File: config.mk
export PLATFORM = sky130hd
export DESIGN_NAME = fcr_cfg_regs
export DESIGN_NICKNAME = d
export VERILOG_FILES = /design/src/design/fcr_pkg.sv /design/src/design/fcr_cfg_regs.sv
export SDC_FILE = /design/constraint.sdc
export NUM_CORES = 1
export LEC_CHECK = 0
export BUFFER_PORTS_ARGS = -buffer_cell sky130_fd_sc_hd__clkbuf_2
export CAP_MARGIN = 20
export CELL_PAD_IN_SITES_DETAIL_PLACEMENT = 0
export CELL_PAD_IN_SITES_GLOBAL_PLACEMENT = 1
export CORE_UTILIZATION = 20
export DETAILED_ROUTE_END_ITERATION = 16
export GPL_TIMING_DRIVEN = 0
export PLACE_DENSITY = 0.81
export SETUP_SLACK_MARGIN = 0.02
export SYNTH_ARGS = -nofsm -noshare
export SYNTH_HDL_FRONTEND = slang
export SYNTH_SLANG_ARGS = --single-unit
File: constraint.sdc
create_clock -name clk -period 1.6 [get_ports clk]
set_input_delay 0.08 -clock clk [delete_from_list [all_inputs] [get_ports clk]]
set_output_delay 0.08 -clock clk [all_outputs]
set_load 0.02 [all_outputs]
File: src/design/fcr_pkg.sv
// Shared types, constants and byte-class helpers for the framed command receiver.
// Depends on nothing; every other design file imports it.

package fcr_pkg;

  localparam logic [7:0] START_BYTE    = 8'h24;  // '$'
  localparam logic [7:0] END_BYTE      = 8'h23;  // '#'
  localparam logic [7:0] RESET_MAX_LEN = 8'd108;
  localparam logic [8:0] MIN_LEN_LIMIT = 9'd8;
  localparam int unsigned HDR_BYTES    = 7;

  localparam logic [7:0] CH_ZERO  = 8'h30;  // '0'
  localparam logic [7:0] CH_NINE  = 8'h39;  // '9'
  localparam logic [7:0] CH_UP_A  = 8'h41;  // 'A'
  localparam logic [7:0] CH_UP_Z  = 8'h5A;  // 'Z'
  localparam logic [7:0] CH_LOW_A = 8'h61;  // 'a'
  localparam logic [7:0] CH_LOW_Z = 8'h7A;  // 'z'
  localparam logic [7:0] CH_B     = 8'h42;
  localparam logic [7:0] CH_F     = 8'h46;
  localparam logic [7:0] CH_L     = 8'h4C;
  localparam logic [7:0] CH_I     = 8'h49;
  localparam logic [7:0] CH_D     = 8'h44;
  localparam logic [7:0] CH_X     = 8'h58;
  localparam logic [7:0] CH_C     = 8'h43;
  localparam logic [7:0] CH_R     = 8'h52;

  // Configuration register indexes (byte address is four times the index).
  localparam logic REG_MAX_FRAME_LEN = 1'b0;

  typedef enum logic [2:0] {
    ST_OK           = 3'd0,
    ST_UNKNOWN      = 3'd1,
    ST_BAD_FRAME    = 3'd2,
    ST_BAD_CHECKSUM = 3'd3,
    ST_TOO_LONG     = 3'd4,
    ST_TOO_SHORT    = 3'd5
  } status_t;

  typedef enum logic [1:0] {
    CMD_BFF = 2'd0,
    CMD_BFL = 2'd1,
    CMD_IDX = 2'd2,
    CMD_CLR = 2'd3
  } cmd_t;

  typedef struct packed {
    status_t    status;
    logic [1:0] command_code;
  } result_t;

  // Header bytes at frame positions 1..7; entry 0 is position 1.
  typedef logic [HDR_BYTES-1:0][7:0] hdr_t;

  typedef struct packed {
    logic       receiving;
    logic [7:0] frame_len;
  } trk_status_t;

  typedef struct packed {
    logic main_valid;
    logic skid_valid;
  } buf_status_t;

  function automatic logic is_digit(input logic [7:0] c);
    return (c >= CH_ZERO) && (c <= CH_NINE);
  endfunction

  function automatic logic is_letter(input logic [7:0] c);
    return ((c >= CH_UP_A) && (c <= CH_UP_Z)) || ((c >= CH_LOW_A) && (c <= CH_LOW_Z));
  endfunction

endpackage

File: src/design/fcr_cfg_regs.sv
// APB-style configuration register block holding the frame length limit.
// Depends on fcr_pkg for the reset value and register index.

module fcr_cfg_regs
  import fcr_pkg::*;
(
  input  logic        clk,
  input  logic        rst_n,
  input  logic        psel,
  input  logic        penable,
  input  logic        pwrite,
  input  logic [2:0]  paddr,
  input  logic [31:0] pwdata,
  output logic [31:0] prdata,
  output logic        pready,
  output logic [7:0]  max_frame_len
);

  logic [7:0] max_len_r;
  logic [7:0] max_len_nxt;
  logic       wr_en;

  assign pready = 1'b1;
  assign wr_en  = psel && penable && pwrite && (paddr[2] == REG_MAX_FRAME_LEN);

  always_comb begin
    max_len_nxt = max_len_r;
    if (wr_en) begin
      max_len_nxt = pwdata[7:0];
    end
  end

  always_ff @(posedge clk) begin
    if (!rst_n) begin
      max_len_r <= RESET_MAX_LEN;
    end else begin
      max_len_r <= max_len_nxt;
    end
  end

  always_comb begin
    prdata = 32'd0;
    if (paddr[2] == REG_MAX_FRAME_LEN) begin
      prdata = {24'd0, max_len_r};
    end
  end

  assign max_frame_len = max_len_r;

endmodule

==> run metrics <==
Mapped Area 610.6 sq um; worst hold path type input pin to flip-flop; fin cells 156; failing checks design-rule violations; VDD IR-drop max 0.2887 mV; Max Root-Sink Buffers 2; crit-path max FO 3; fmax 1012 MHz; Post-CTS Setup Bufs 0; total wire length 1.204 mm; Post-synth EDFFs 0; CTS resizes 0; Synth Register Bits 8; sequential power share 39.0%; hpwl dp about 1.1 mm; CTS root buf clkbuf_4; post-route setup TNS 0 ns; starting density of the core 21.58%; Pwr Density ~590 nW/um^2; Setup Viol. Count Final 0; Hold Buf Count CTS 0; Switching Fraction a little under a third; clk sinks 8; Post-route DRC 6; # rows 19; die width roughly 57 microns; Int Power between 300 and 400 uW; Final Max Tran Viols 0; cell count after synthesis 70; io pins just over 80; P_leak 0.5120 nW; CP Class flip-flop to output pin; PnR worst setup slack 0.6115 ns; GPL Wtd Cong 0.6671; RSZ-0062 raised after global routing no; combinational fraction of design power roughly a third; clock power share 27.9%; crit end category output pin; worst skew pair latency 0.25 ns; DR WL/cell 7.718 microns; Synth area leader buf_4; synth unique cells 10; fill cell count 312; vias in the first global route 432; Largest register FFs 8; CORE AREA 2829 sq um; First-pass DRT Iterations 12; Routed Antenna Nets 0; DR iter-0 viols 13; final worst-path cycle share around three fifths; clock skew 0 ns; Yosys top cell area share 30.74%; Die Span Y approximately 57 microns; CTS tree built; first-pass GRT wire length between 1.5 and 2 mm; Worst EP arrival 0.91 ns; via/cell ratio between 3 and 4; yosys warns 0; H-tree levels 1; ys async rst share 0%; worst path required time 1.52 ns; P_sw around 160 uW; gr usage total ~7.5%; via count about 530; maximum capacitance violations 0; ys flop type dfxtp_1; Worst-path clk slew about 0.05 ns; Area growth syn-to-layout 47.95%; top post-synthesis cells by area buf_4 31%, dfxtp_1 26%, mux2i_1 13%, and2b_2 11%, nor2b_1 8.2%; final net count 167; final-report hold violation count 0; run status finished with violations; largest net degree at the start of global routing 11; post-synthesis sequential area ratio 26.23%; grt ovf 0; die area 3278 sq um; PortBufs 29; mean post-synth cell area roughly 8.7 sq um; layout cells sized above 1 between 50 and 60%; Startpoint Class flip-flop; CTS Buf Count 3; placed instance count about 150; most frequent cell after synthesis buf_4; initial antenna violation count 0; Setup WS pre-CTS 0.6073 ns; # diodes 0; Final min period 0.9885 ns
layer usage:
metal	vias up	GRT usage [%]	wire, microns
li1	281	-	-
met1	214	7.490	438
met2	33	13.95	615
met3	0	4.762	151
met4	0	0	0
met5	-	0	0
worst max-delay path, cell delays in order (launching register included):
cell      delay, ns
dfxtp_1        0.33
and2b_2        0.19
clkbuf_2       0.15
cell usage in the layout, fill, tap and decap left out:
cell and instances:
buf_4 25, and4b_1 1, clkbuf_1 1, buf_6 1, dfxtp_1 8, conb_1 25
nor2b_1 8, clkbuf_4 3, and2b_2 8, clkbuf_2 29, nand2_1 8, mux2i_1 8
worst paths after layout:
kind	from	end	slack [ns]	cells after the start
max	max_frame_len[1]	prdata[1]	0.61	2
min	pwdata[0]	max_frame_len[0]	0.06	3
max reg2reg	max_frame_len[5]	max_frame_len[5]	0.97	2
min reg2reg	max_frame_len[7]	max_frame_len[7]	0.48	2
stage by stage:
step                instance area (sq um)  hold slack (ns)  total power [mW]  util (%)
global placement                    880.8           0.3124            0.3847     31.14
floorplan                           696.9           0.2222            0.3517         -
CTS                                 903.4          0.05083            0.5408     31.93
global route                        903.4          0.05297            0.5706     31.93
detailed placement                  880.8           0.3197            0.3867     31.14
finish                              903.4          0.05767            0.5309     31.93
layout make-up:
type	instances	area, sq um	area share [%]
Buffer	27	202.7	22.44
Timing Repair Buffer	29	145.1	16.07
Multi-Input combinational cell	58	334.1	36.98
Clock buffer	3	22.52	2.493
Sequential cell	8	160.2	17.73
Tap cell	31	38.79	4.294
cells by family (layout without fill, tap and decap cells):
kind of cell	count (synthesis)	in the layout	synth area share, %
other cells	2	25	1.230
buf+inv	27	59	33.20
simple gates	25	25	26.23
mux	8	8	13.12
flops	8	8	26.23
power groups by stage:
stage	combinational [mW]	clock [mW]	sequential [mW]
6_report	0.176	0.148	0.207
3_5_place_dp	0.175	0	0.211
5_1_grt	0.189	0.174	0.207
4_1_cts	0.175	0.158	0.207
2_1_floorplan	0.135	0	0.216
3_3_place_gp	0.174	0	0.211
No activity file was read; power rests on OpenSTA's default activity.
