--- config.mk ---
export PLATFORM = sky130hd
export DESIGN_NAME = fcr_out_buf
export DESIGN_NICKNAME = d
export VERILOG_FILES = /design/src/design/fcr_pkg.sv /design/src/design/fcr_out_buf.sv
export SDC_FILE = /design/constraint.sdc
export NUM_CORES = 1
export LEC_CHECK = 0
export BUFFER_PORTS_ARGS = -buffer_cell sky130_fd_sc_hd__buf_4
export CAP_MARGIN = 10
export CORE_AREA = 2 2 39 41
export CTS_CLUSTER_DIAMETER = 100
export DETAILED_ROUTE_END_ITERATION = 6
export DIE_AREA = 0 0 41 43
export PLACE_DENSITY = 0.73
export SLEW_MARGIN = 15
export SYNTH_ARGS = -nofsm -noshare
export SYNTH_HDL_FRONTEND = slang
export SYNTH_SLANG_ARGS = --single-unit
export TNS_END_PERCENT = 50
--- constraint.sdc ---
create_clock -name clk -period 1.4 [get_ports clk]
set_input_delay 0.07 -clock clk [delete_from_list [all_inputs] [get_ports clk]]
set_output_delay 0.07 -clock clk [all_outputs]
set_load 0.01 [all_outputs]
--- src/design/fcr_pkg.sv ---
// Shared types, constants and byte-class helpers for the framed command receiver.
// Depends on nothing; every other design file imports it.

package fcr_pkg;

  localparam logic [7:0] START_BYTE    = 8'h24;  // '$'
  localparam logic [7:0] END_BYTE      = 8'h23;  // '#'
  localparam logic [7:0] RESET_MAX_LEN = 8'd108;
  localparam logic [8:0] MIN_LEN_LIMIT = 9'd8;
  localparam int unsigned HDR_BYTES    = 7;

  localparam logic [7:0] CH_ZERO  = 8'h30;  // '0'
  localparam logic [7:0] CH_NINE  = 8'h39;  // '9'
  localparam logic [7:0] CH_UP_A  = 8'h41;  // 'A'
  localparam logic [7:0] CH_UP_Z  = 8'h5A;  // 'Z'
  localparam logic [7:0] CH_LOW_A = 8'h61;  // 'a'
  localparam logic [7:0] CH_LOW_Z = 8'h7A;  // 'z'
  localparam logic [7:0] CH_B     = 8'h42;
  localparam logic [7:0] CH_F     = 8'h46;
  localparam logic [7:0] CH_L     = 8'h4C;
  localparam logic [7:0] CH_I     = 8'h49;
  localparam logic [7:0] CH_D     = 8'h44;
  localparam logic [7:0] CH_X     = 8'h58;
  localparam logic [7:0] CH_C     = 8'h43;
  localparam logic [7:0] CH_R     = 8'h52;

  // Configuration register indexes (byte address is four times the index).
  localparam logic REG_MAX_FRAME_LEN = 1'b0;

  typedef enum logic [2:0] {
    ST_OK           = 3'd0,
    ST_UNKNOWN      = 3'd1,
    ST_BAD_FRAME    = 3'd2,
    ST_BAD_CHECKSUM = 3'd3,
    ST_TOO_LONG     = 3'd4,
    ST_TOO_SHORT    = 3'd5
  } status_t;

  typedef enum logic [1:0] {
    CMD_BFF = 2'd0,
    CMD_BFL = 2'd1,
    CMD_IDX = 2'd2,
    CMD_CLR = 2'd3
  } cmd_t;

  typedef struct packed {
    status_t    status;
    logic [1:0] command_code;
  } result_t;

  // Header bytes at frame positions 1..7; entry 0 is position 1.
  typedef logic [HDR_BYTES-1:0][7:0] hdr_t;

  typedef struct packed {
    logic       receiving;
    logic [7:0] frame_len;
  } trk_status_t;

  typedef struct packed {
    logic main_valid;
    logic skid_valid;
  } buf_status_t;

  function automatic logic is_digit(input logic [7:0] c);
    return (c >= CH_ZERO) && (c <= CH_NINE);
  endfunction

  function automatic logic is_letter(input logic [7:0] c);
    return ((c >= CH_UP_A) && (c <= CH_UP_Z)) || ((c >= CH_LOW_A) && (c <= CH_LOW_Z));
  endfunction

endpackage

--- src/design/fcr_out_buf.sv ---
// Two-entry result buffer: output register plus a skid register behind it.
// Depends on fcr_pkg for the result type.

module fcr_out_buf
  import fcr_pkg::*;
(
  input  logic        clk,
  input  logic        rst_n,
  input  logic        push,
  input  result_t     push_data,
  output logic        can_accept,
  output logic        out_valid,
  input  logic        out_ready,
  output result_t     out_data,
  output buf_status_t status
);

  logic    main_v_r, main_v_nxt;
  logic    skid_v_r, skid_v_nxt;
  result_t main_d_r, main_d_nxt;
  result_t skid_d_r, skid_d_nxt;
  logic    main_free;

  // The skid entry absorbs one result while the output register is stalled.
  assign can_accept = !skid_v_r;
  assign main_free  = !main_v_r || out_ready;

  always_comb begin
    main_v_nxt = main_v_r;
    skid_v_nxt = skid_v_r;
    main_d_nxt = main_d_r;
    skid_d_nxt = skid_d_r;
    if (skid_v_r) begin
      if (main_free) begin
        main_v_nxt = 1'b1;
        main_d_nxt = skid_d_r;
        skid_v_nxt = 1'b0;
      end
    end else if (push) begin
      if (main_free) begin
        main_v_nxt = 1'b1;
        main_d_nxt = push_data;
      end else begin
        skid_v_nxt = 1'b1;
        skid_d_nxt = push_data;
      end
    end else if (out_ready) begin
      main_v_nxt = 1'b0;
    end
  end

  always_ff @(posedge clk) begin
    if (!rst_n) begin
      main_v_r <= 1'b0;
      skid_v_r <= 1'b0;
    end else begin
      main_v_r <= main_v_nxt;
      skid_v_r <= skid_v_nxt;
    end
  end

  always_ff @(posedge clk) begin
    main_d_r <= main_d_nxt;
    skid_d_r <= skid_d_nxt;
  end

  assign out_valid         = main_v_r;
  assign out_data          = main_d_r;
  assign status.main_valid = main_v_r;
  assign status.skid_valid = skid_v_r;

endmodule

==> metrics.md <==
| Metric | Value |
|---|---|
| Clk Latency, worst-skew pair | `about 260 ps` |
| FF+latch count, synth | `12` |
| Skew final | `about 4.7 ps` |
| Power per Cell Area | `around 1000 mW/mm^2` |
| Depth of the CTS H-tree | `1` |
| Setup Crit Path Kind | `flop to flop` |
| Slowest CP cell | `dfxtp_1` |
| Rows | `14` |
| CP cell instances | `nor2_4, nor2b_1, buf_4` |
| Hold crit path type | `input port to flop` |
| CTS Root Cell | `clkbuf_4` |
| PortBufs | `17` |
| Syn. warnings | `0` |
| CP Data Required Time | `about 1400 ps` |
| Clk sink count | `12` |
| CTS buffer count | `3` |
| RR Endpoint | `out_data[1]` |
| Slowest stage delay, CP | `roughly 610 ps` |
| Filler Cell Count | `between 100 and 150` |
| Post-CTS Setup Inserts | `0` |
| Slack of the critical path | `approximately 170 ps` |
| Hold slack | `approximately 66 ps` |
| Worst vdd ir | `0.556 mV` |
| Period Utilization, post-route | `between 80% and 90%` |
| R2r startpoint | `skid_v_r` |
| Crit end category | `flop` |
| Residual DRC | `0` |
| Die W | `41 um` |
| Sequential share of the synthesized area | `approximately two thirds` |
| Number of global-route vias before repair | `approximately 270` |
| First-pass GRT wire length | `about 1100 um` |
| Via density | `4.06` |
| Synth unique cells | `12` |
| GR Util All Layers | `between 10% and 20%` |
| Clk buf depth | `2` |
| Pins Over Slew Limit | `0` |
| Syn Area/Cell | `between 15 and 20 sq um` |
| Routed WL | `about 670 um` |
| DRT Pass-1 Iters | `3` |
| Slew margin rel. | `between 60 and 70%` |
| Setup_tns | `0 ps` |
| Bufs and invs on worst path | `1` |
| LEAKAGE | `0.293 nW` |
| Post-CTS sizing | `0` |
| Post-detail-place hpwl | `around 510 um` |
| Hold Violations, Final | `0` |
| Hold path depth | `2` |
| FF-to-FF path depth | `3` |
| Initial drt markers | `5` |
| RSZ-0062 raised after global routing | `false` |
| R2R setup slack | `between 150 and 200 ps` |
| CTS Hold Buffers Added | `5` |
| Total vias in the final route | `approximately 280` |
| Layout cells sized above 1 | `between 50% and 60%` |
| Fmax | `between 800 and 900 MHz` |
| Crit path DAT | `~1200 ps` |
| Critical path startpoint category | `flop` |
| Worst min-delay path startpoint | `rst_n` |
| DP Worst Slack | `around 160 ps` |
| Tmin final | `about 1200 ps` |
| Nets | `just over 60` |
| Max cap viols | `0` |
| Syn_nets | `36` |
| CP top delay family | `flip-flops` |
| Setup violators final | `0` |
| # IOs | `18` |
| Routability cong. | `0.671` |
| Worst Hold End | `skid_v_r` |
| Status | `finished, final reports clean` |
| Antenna violations before repair | `0` |
| CTS tree | `yes` |
| Synth-to-layout area growth | `42.2%` |
| Remaining antenna violation count | `0` |
| Cells after Synth | `27` |
| Maximum fanout along the worst path | `9` |
| Initial core utilization | `36.4%` |
| Largest net degree at the start of global routing | `10` |
| Die height | `roughly 43 um` |
| Gr ovfl total | `0` |
| Tightest Pin Transition | `about 460 ps` |
| Avg WL per Cell | `9.79 um` |
| Core area | `0.00138 sq mm` |
| N_diodes | `0` |
| Reg clk slew, reported paths | `about 70 ps` |
| Total die area | `between 0.0015 and 0.002 sq mm` |
| Mapped Area | `504 sq um` |
Yosys cell counts (all sizes together):
cell	count	area share, %
mux2	5	15
nor2	1	2.2
nor3b	2	4.0
dfxtp	2	7.9
a21boi	1	1.5
inv	1	0.74
nand2b	1	2.7
edfxtp	10	60
buf	3	5.2
nor2b	1	1.2
how the worst max path moves through the flow:
stage,start,endpoint,cells after the start
4_1_cts,skid_v_r,out_data[1],3
2_1_floorplan,out_valid,skid_d_r[0],2
6_report,skid_v_r,out_data[1],3
5_1_grt,skid_v_r,out_data[1],3
3_3_place_gp,skid_v_r,out_data[3],3
3_5_place_dp,skid_v_r,out_data[3],3
registers in the layout, summed over array words and instances, names as in the netlist:
register and flops:
out_data 5, skid_d_r 5, out_valid 1, skid_v_r 1
worst register-to-register path: cells and delay by family (launching register included):
| kind | cells | cell delay (ps) |
|---|---|---|
| DFF | 1 | 610 |
| and+or+nand+nor | 2 | 210 |
| buffers and inverters | 1 | 140 |
metal layers:
metal / part of all wire (%) / wire length (um) / GRT usage (%) / up-vias
met4: 0 / 0 / 6.00 / 0
met5: 0 / 0 / 0 / -
met3: 5.0 / 33 / 7.85 / 0
met1: 44 / 296 / 12.6 / 120
li1: - / - / - / 149
met2: 51 / 337 / 12.2 / 7
report_power, final:
part / internal, W / switching [W]
Sequential: 0.000405 / 0.00000776
Combinational: 0.0000626 / 0.0000320
Clock: 0.000110 / 0.000107
Total: 0.000578 / 0.000147
metrics by stage:
stage | area [sq um] | total power, W | utilization [%] | cells
after floorplan | 504 | 0.000461 | - | 27
after global placement | 641 | 0.000505 | 46.3 | 59
after detailed placement | 641 | 0.000506 | 46.3 | 59
after CTS | 717 | 0.000737 | 51.8 | 68
after global routing | 717 | 0.000761 | 51.8 | 68
final | 717 | 0.000725 | 51.8 | 68
cell families (layout without fill, tap and decap cells):
| group | Yosys count | in the layout | share of synthesized area, % |
|---|---|---|---|
| AO/OA/AOI/OAI | 1 | 1 | 1.49 |
| buffers and inverters | 4 | 29 | 5.95 |
| flip-flops | 12 | 12 | 67.5 |
| multiplexers | 5 | 5 | 14.9 |
| AND/OR/NAND/NOR | 5 | 5 | 10.2 |
cell type report:
cell class,instances,area (sq um),area share (%)
clock buffers,4,26.3,3.66
inverters,1,3.75,0.524
multi-input cells,11,134,18.7
flip-flops and latches,12,340,47.5
well taps,16,20.0,2.79
repair buffers,24,193,26.9
cells in the final DEF, fill, tap and decap left out, drive strengths merged:
cell type / n
nand2b: 1
nor3b: 2
dlygate4sd3: 5
a21boi: 1
inv: 1
nor2: 1
nor2b: 1
dfxtp: 2
edfxtp: 10
clkbuf: 4
mux2: 5
buf: 19
(Power assumes the default switching activity.)
