===== config.mk =====
export PLATFORM = sky130hd
export DESIGN_NAME = fcr_frame_tracker
export DESIGN_NICKNAME = d
export VERILOG_FILES = /design/src/design/fcr_pkg.sv /design/src/design/fcr_judge.sv /design/src/design/fcr_frame_tracker.sv
export SDC_FILE = /design/constraint.sdc
export NUM_CORES = 1
export LEC_CHECK = 0
export ABC_CLOCK_PERIOD_IN_PS = 7600
export BUFFER_PORTS_ARGS = -buffer_cell sky130_fd_sc_hd__buf_2
export CORE_MARGIN = 4
export CORE_UTILIZATION = 45
export CTS_CLUSTER_DIAMETER = 100
export DETAILED_ROUTE_END_ITERATION = 8
export PLACE_DENSITY = 0.63
export SKIP_LAST_GASP = 1
export SYNTH_ARGS = -nofsm -noshare
export SYNTH_HDL_FRONTEND = slang
export SYNTH_SLANG_ARGS = --single-unit

===== constraint.sdc =====
create_clock -name clk -period 7.6 [get_ports clk]
set_input_delay 1.9 -clock clk [delete_from_list [all_inputs] [get_ports clk]]
set_output_delay 1.9 -clock clk [all_outputs]
set_load 0.05 [all_outputs]

===== src/design/fcr_pkg.sv =====
// Shared types, constants and byte-class helpers for the framed command receiver.
// Depends on nothing; every other design file imports it.

package fcr_pkg;

  localparam logic [7:0] START_BYTE    = 8'h24;  // '$'
  localparam logic [7:0] END_BYTE      = 8'h23;  // '#'
  localparam logic [7:0] RESET_MAX_LEN = 8'd108;
  localparam logic [8:0] MIN_LEN_LIMIT = 9'd8;
  localparam int unsigned HDR_BYTES    = 7;

  localparam logic [7:0] CH_ZERO  = 8'h30;  // '0'
  localparam logic [7:0] CH_NINE  = 8'h39;  // '9'
  localparam logic [7:0] CH_UP_A  = 8'h41;  // 'A'
  localparam logic [7:0] CH_UP_Z  = 8'h5A;  // 'Z'
  localparam logic [7:0] CH_LOW_A = 8'h61;  // 'a'
  localparam logic [7:0] CH_LOW_Z = 8'h7A;  // 'z'
  localparam logic [7:0] CH_B     = 8'h42;
  localparam logic [7:0] CH_F     = 8'h46;
  localparam logic [7:0] CH_L     = 8'h4C;
  localparam logic [7:0] CH_I     = 8'h49;
  localparam logic [7:0] CH_D     = 8'h44;
  localparam logic [7:0] CH_X     = 8'h58;
  localparam logic [7:0] CH_C     = 8'h43;
  localparam logic [7:0] CH_R     = 8'h52;

  // Configuration register indexes (byte address is four times the index).
  localparam logic REG_MAX_FRAME_LEN = 1'b0;

  typedef enum logic [2:0] {
    ST_OK           = 3'd0,
    ST_UNKNOWN      = 3'd1,
    ST_BAD_FRAME    = 3'd2,
    ST_BAD_CHECKSUM = 3'd3,
    ST_TOO_LONG     = 3'd4,
    ST_TOO_SHORT    = 3'd5
  } status_t;

  typedef enum logic [1:0] {
    CMD_BFF = 2'd0,
    CMD_BFL = 2'd1,
    CMD_IDX = 2'd2,
    CMD_CLR = 2'd3
  } cmd_t;

  typedef struct packed {
    status_t    status;
    logic [1:0] command_code;
  } result_t;

  // Header bytes at frame positions 1..7; entry 0 is position 1.
  typedef logic [HDR_BYTES-1:0][7:0] hdr_t;

  typedef struct packed {
    logic       receiving;
    logic [7:0] frame_len;
  } trk_status_t;

  typedef struct packed {
    logic main_valid;
    logic skid_valid;
  } buf_status_t;

  function automatic logic is_digit(input logic [7:0] c);
    return (c >= CH_ZERO) && (c <= CH_NINE);
  endfunction

  function automatic logic is_letter(input logic [7:0] c);
    return ((c >= CH_UP_A) && (c <= CH_UP_Z)) || ((c >= CH_LOW_A) && (c <= CH_LOW_Z));
  endfunction

endpackage


===== src/design/fcr_judge.sv =====
// Combinational verdict on a closed frame from its seven stored header bytes.
// Depends on fcr_pkg for status codes, command codes and byte-class helpers.

module fcr_judge
  import fcr_pkg::*;
(
  input  hdr_t    hdr,
  output result_t verdict
);

  logic       hdr_bad;
  logic       digits_ok;
  logic       letters_ok;
  logic [7:0] digits_value;
  logic [7:0] letter_sum;
  logic [3:0] d_hund;
  logic [3:0] d_tens;
  logic [3:0] d_ones;

  always_comb begin
    hdr_bad = 1'b0;
    for (int i = 0; i < HDR_BYTES; i++) begin
      if ((hdr[i] == 8'd0) || (hdr[i] == END_BYTE)) begin
        hdr_bad = 1'b1;
      end
    end
  end

  assign digits_ok  = is_digit(hdr[3]) && is_digit(hdr[4]) && is_digit(hdr[5]);
  assign letters_ok = is_letter(hdr[0]) && is_letter(hdr[1]) && is_letter(hdr[2]);

  assign d_hund = 4'(hdr[3] - CH_ZERO);
  assign d_tens = 4'(hdr[4] - CH_ZERO);
  assign d_ones = 4'(hdr[5] - CH_ZERO);

  // Both sides are kept modulo 256 by the 8-bit result width.
  assign digits_value = 8'(({4'd0, d_hund} * 8'd100) + ({4'd0, d_tens} * 8'd10)
                           + {4'd0, d_ones});
  assign letter_sum   = 8'(hdr[0] + hdr[1] + hdr[2]);

  always_comb begin
    verdict.status       = ST_UNKNOWN;
    verdict.command_code = CMD_BFF;
    if (hdr_bad || !digits_ok) begin
      verdict.status = ST_BAD_FRAME;
    end else if (letter_sum != digits_value) begin
      verdict.status = ST_BAD_CHECKSUM;
    end else if (!letters_ok) begin
      verdict.status = ST_BAD_FRAME;
    end else if ((hdr[0] == CH_B) && (hdr[1] == CH_F) && (hdr[2] == CH_F)) begin
      verdict.status = ST_OK;
      verdict.command_code = CMD_BFF;
    end else if ((hdr[0] == CH_B) && (hdr[1] == CH_F) && (hdr[2] == CH_L)) begin
      verdict.status = ST_OK;
      verdict.command_code = CMD_BFL;
    end else if ((hdr[0] == CH_I) && (hdr[1] == CH_D) && (hdr[2] == CH_X)) begin
      verdict.status = ST_OK;
      verdict.command_code = CMD_IDX;
    end else if ((hdr[0] == CH_C) && (hdr[1] == CH_L) && (hdr[2] == CH_R)) begin
      verdict.status = ST_OK;
      verdict.command_code = CMD_CLR;
    end
  end

endmodule


===== src/design/fcr_frame_tracker.sv =====
// Frame state per accepted byte: in-frame flag, length count and header capture.
// Depends on fcr_pkg and on fcr_judge for the end-of-frame verdict.

module fcr_frame_tracker
  import fcr_pkg::*;
(
  input  logic        clk,
  input  logic        rst_n,
  input  logic        accept,
  input  logic [7:0]  rx_byte,
  input  logic [7:0]  max_frame_len,
  output logic        res_valid,
  output result_t     res,
  output trk_status_t status
);

  logic       receiving_r, receiving_nxt;
  logic [7:0] len_r, len_nxt;
  hdr_t       hdr_r, hdr_nxt;

  logic       is_start;
  logic       in_frame;
  logic [7:0] len_eff;
  logic [8:0] next_len;
  result_t    verdict;

  fcr_judge u_judge (
    .hdr     (hdr_r),
    .verdict (verdict)
  );

  assign is_start = (rx_byte == START_BYTE);
  assign in_frame = is_start || receiving_r;
  assign len_eff  = is_start ? 8'd0 : len_r;
  assign next_len = {1'b0, len_eff} + 9'd1;

  always_comb begin
    receiving_nxt = receiving_r;
    len_nxt       = len_r;
    hdr_nxt       = hdr_r;
    res_valid     = 1'b0;
    res.status       = ST_OK;
    res.command_code = CMD_BFF;
    if (accept && in_frame) begin
      receiving_nxt = 1'b1;
      for (int i = 0; i < HDR_BYTES; i++) begin
        if (len_eff == 8'(i + 1)) begin
          hdr_nxt[i] = rx_byte;
        end
      end
      if (next_len > {1'b0, max_frame_len}) begin
        receiving_nxt = 1'b0;
        len_nxt       = 8'd0;
        res_valid     = 1'b1;
        res.status    = ST_TOO_LONG;
      end else begin
        len_nxt = next_len[7:0];
        if (rx_byte == END_BYTE) begin
          res_valid = 1'b1;
          if (next_len <= MIN_LEN_LIMIT) begin
            // The frame stays open after a too-short end marker.
            res.status = ST_TOO_SHORT;
          end else begin
            // The header is complete here; the end marker itself is not stored.
            res           = verdict;
            receiving_nxt = 1'b0;
            len_nxt       = 8'd0;
          end
        end
      end
    end
  end

  always_ff @(posedge clk) begin
    if (!rst_n) begin
      receiving_r <= 1'b0;
      len_r       <= 8'd0;
    end else begin
      receiving_r <= receiving_nxt;
      len_r       <= len_nxt;
    end
  end

  always_ff @(posedge clk) begin
    hdr_r <= hdr_nxt;
  end

  assign status.receiving = receiving_r;
  assign status.frame_len = len_r;

endmodule


==> flow_summary.toml <==
[status]
status = "finished, final reports clean"

[grt]
grt_pass1_wl_um = 15500
grt_pass1_vias = 3067
grt_usage_pct = 17.8
antenna_found_initial = 0
gr-total-overflow = 0
grt_max_degree = 15

[synth]
synth_area_leaders = "edfxtp_1 41%, ha_1 11%, fa_1 5.8%"
synthCells = 367
synth.net_count = 435
synth-adder-area-share_pct = 17.0
synth_mux_area_share_pct = 0.637
mappedNetlistArea_sq_um = 4130
synth.top_cell.area_share_pct = 40.8
yosysTopAreaCell = "edfxtp_1"
synth_top_family_by_area = "adder cells"
synth.distinct_cells = 55
synth-simple-area-share_pct = 14.9
ys.flop_type = "edfxtp_1"
synth-xor-area-share_pct = 7.13
synth_warnings = 0
ys_seq_area_share_pct = 45.1
ys_seq_elements = 65
synth_compound_area_share_pct = 11.4
async_reset_ff_share_pct = 0
synth_edf_count = 56
syn_area_per_cell_sq_um = 11.2

[finish]
finish.utilization_pct = 53.4
antenna_cells = 0
most-common-layout-cells = "56 x edfxtp_1, 36 x ha_1, 31 x inv_1, 31 x buf_2, 22 x nand2_1"
drive_gt1_share_pct = 19.3
area_delta_synth_final_pct = 13.9
layout.nets = 483
final_cell_count_no_fill = 528
final_area_sq_um = 4700
layout_commonest_cell = "edfxtp_1"

[clocking]
worstSkewPairLatency_ns = 0.34
hold_buffers = 0
cts_inserted_buffers = 9
cts_tree = "built"
clock_path_buffers = 2
clockRootBuffer = "clkbuf_8"
clock_sink_count = 65
clk_pin_slew_worst_paths_ns = 0.08
h-tree-depth = 3

[pwr]
irDropWorstVdd_mv = 0.124
p_leak_nw = 1.88
p_per_area_nw_per_um2 = 143

[placed_design]
dpl.hpwl_um = 7160
place_congestion = 0.819
port-buffer-count = 33
postPlaceCellArea_sq_um = 4460
placed_cells = 509

[sta]
fin_crit_sh_pct = 95.8
slew_viol_final = 0
setup_violations = 0
whs_ns = 0.561
slew_headroom_pct = 52.9
finalHoldViolations = 0
period_needed_ns = 7.28
skew_ns = 0.0115
max_freq_ghz = 0.137
setup_tns_ns = 0
worstMarginPinSlew_ns = 0.704

[floorplan]
num_io_pins = 34
start_util_pct = 46.9
rows = 34
die-height_um = 104
dieWidth_um = 104
coreArea_sq_um = 8810
dieArea_sq_um = 10800

[setup_path]
worstSetupStartpointType = "input port"
worstSetupEndpointType = "primary output"
cpPeakStageDelay_ns = 0.40
setup.worst_path.class = "input port to primary output"
required_ns = 5.70
arrival_ns = 5.38
cp_slowest_cell = "or3_4"
path_cells = "buf_2 -> nand2b_1 -> nor4_2 -> nand3_1 -> nand2_2 -> inv_1 -> ha_1 -> nand3_2 -> nor2_2 -> xnor2_1 -> nor2_1 -> ha_2 -> nor4_2 -> o21ai_0 -> a21oi_1 -> nor3_1 -> a41o_1 -> or3_4 -> nor3_1 -> buf_4"
critPathMaxFanout = 8

[routing]
avgRoutedWirePerCell_um = 17.3
drtPass1Iterations = 5
route.vias.total = 2998
drtAntennaViolNets = 0
drc = 0
via_per_inst = 5.68
first_iter_violations = 163
wl_um = 9140

[flow_run]
cap_violations = 0

[worst_hold_path]
hold_class = "register to register"
[layer usage]
| metal | vias to the layer above | track usage, % | part of all wire [%] |
|---|---|---|---|
| met5 | - | 0 | 0 |
| met4 | 0 | 4.84 | 0.77 |
| met3 | 6 | 3.05 | 3.9 |
| met2 | 76 | 31.8 | 52 |
| met1 | 1457 | 22.4 | 43 |
| li1 | 1459 | - | - |
[registers in the layout (all words and copies together), names as in the netlist]
| register | cells |
|---|---|
| hdr_r | 56 |
| len_r | 8 |
| receiving_r | 1 |
[synthesized netlist by cell type, types with 3 or more instances]
library cell	instances
xor2_1	12
edfxtp_1	56
a22o_1	6
xnor2_1	19
o21ai_0	11
or3_1	9
nand4_1	9
clkbuf_1	7
nor4_1	11
a21o_1	6
a31oi_1	4
nor2_1	17
fa_1	12
a21oi_1	19
inv_1	31
nand2_1	23
ha_1	37
a2111oi_0	3
nor3_1	9
dfxtp_1	9
and2_1	3
nand3_1	11
[layout make-up]
class                   count  area [sq um]
clock buffers               9           124
clock inverters             7          60.1
fillers                   750          4110
inverters                  31           116
multi-input cells         262          2130
flip-flops and latches     65          1860
well taps                 108           135
repair buffers             46           268
[repair_timing]
action                                  4_1_cts  5_1_grt
resized for setup                             0       11
endpoints found under the setup margin        0        3
setup buffers                                 0        3
[final timing paths]
kind,depth (start not counted),to,slack (ns),from
max reg2reg,16,len_r[6],4.45,len_r[0]
min,2,receiving_r,0.56,receiving_r
max,20,res[0],0.32,rx_byte[4]
min reg2reg,2,receiving_r,0.56,receiving_r
[stage by stage]
step	worst slack, ns	power, mW
2_1_floorplan	-0.188	0.400
3_3_place_gp	0.233	0.413
4_1_cts	0.0527	0.683
3_5_place_dp	0.0762	0.414
6_report	0.318	0.674
5_1_grt	-0.0238	0.700
[kinds of logic after synthesis]
logic type	after synthesis
compound gates	68
xor+xnor	32
fa+ha+maj	49
buf+inv	40
flops	65
mux	2
simple gates	111
[where the power goes]
group | internal [mW] | switching [mW] | total [mW]
combinational | 0.00732 | 0.0119 | 0.0192
sequential | 0.386 | 0.0000553 | 0.386
clock | 0.123 | 0.146 | 0.269
[worst max-delay path, delay by kind of cell]
kind                     cells  cell delay, ns
buffers and inverters        3            0.49
AO/OA/AOI/OAI                3            0.51
adder cells (fa/ha/maj)      2            0.46
AND/OR/NAND/NOR             11            1.89
XOR/XNOR                     1            0.13
(Power assumes the default switching activity.)
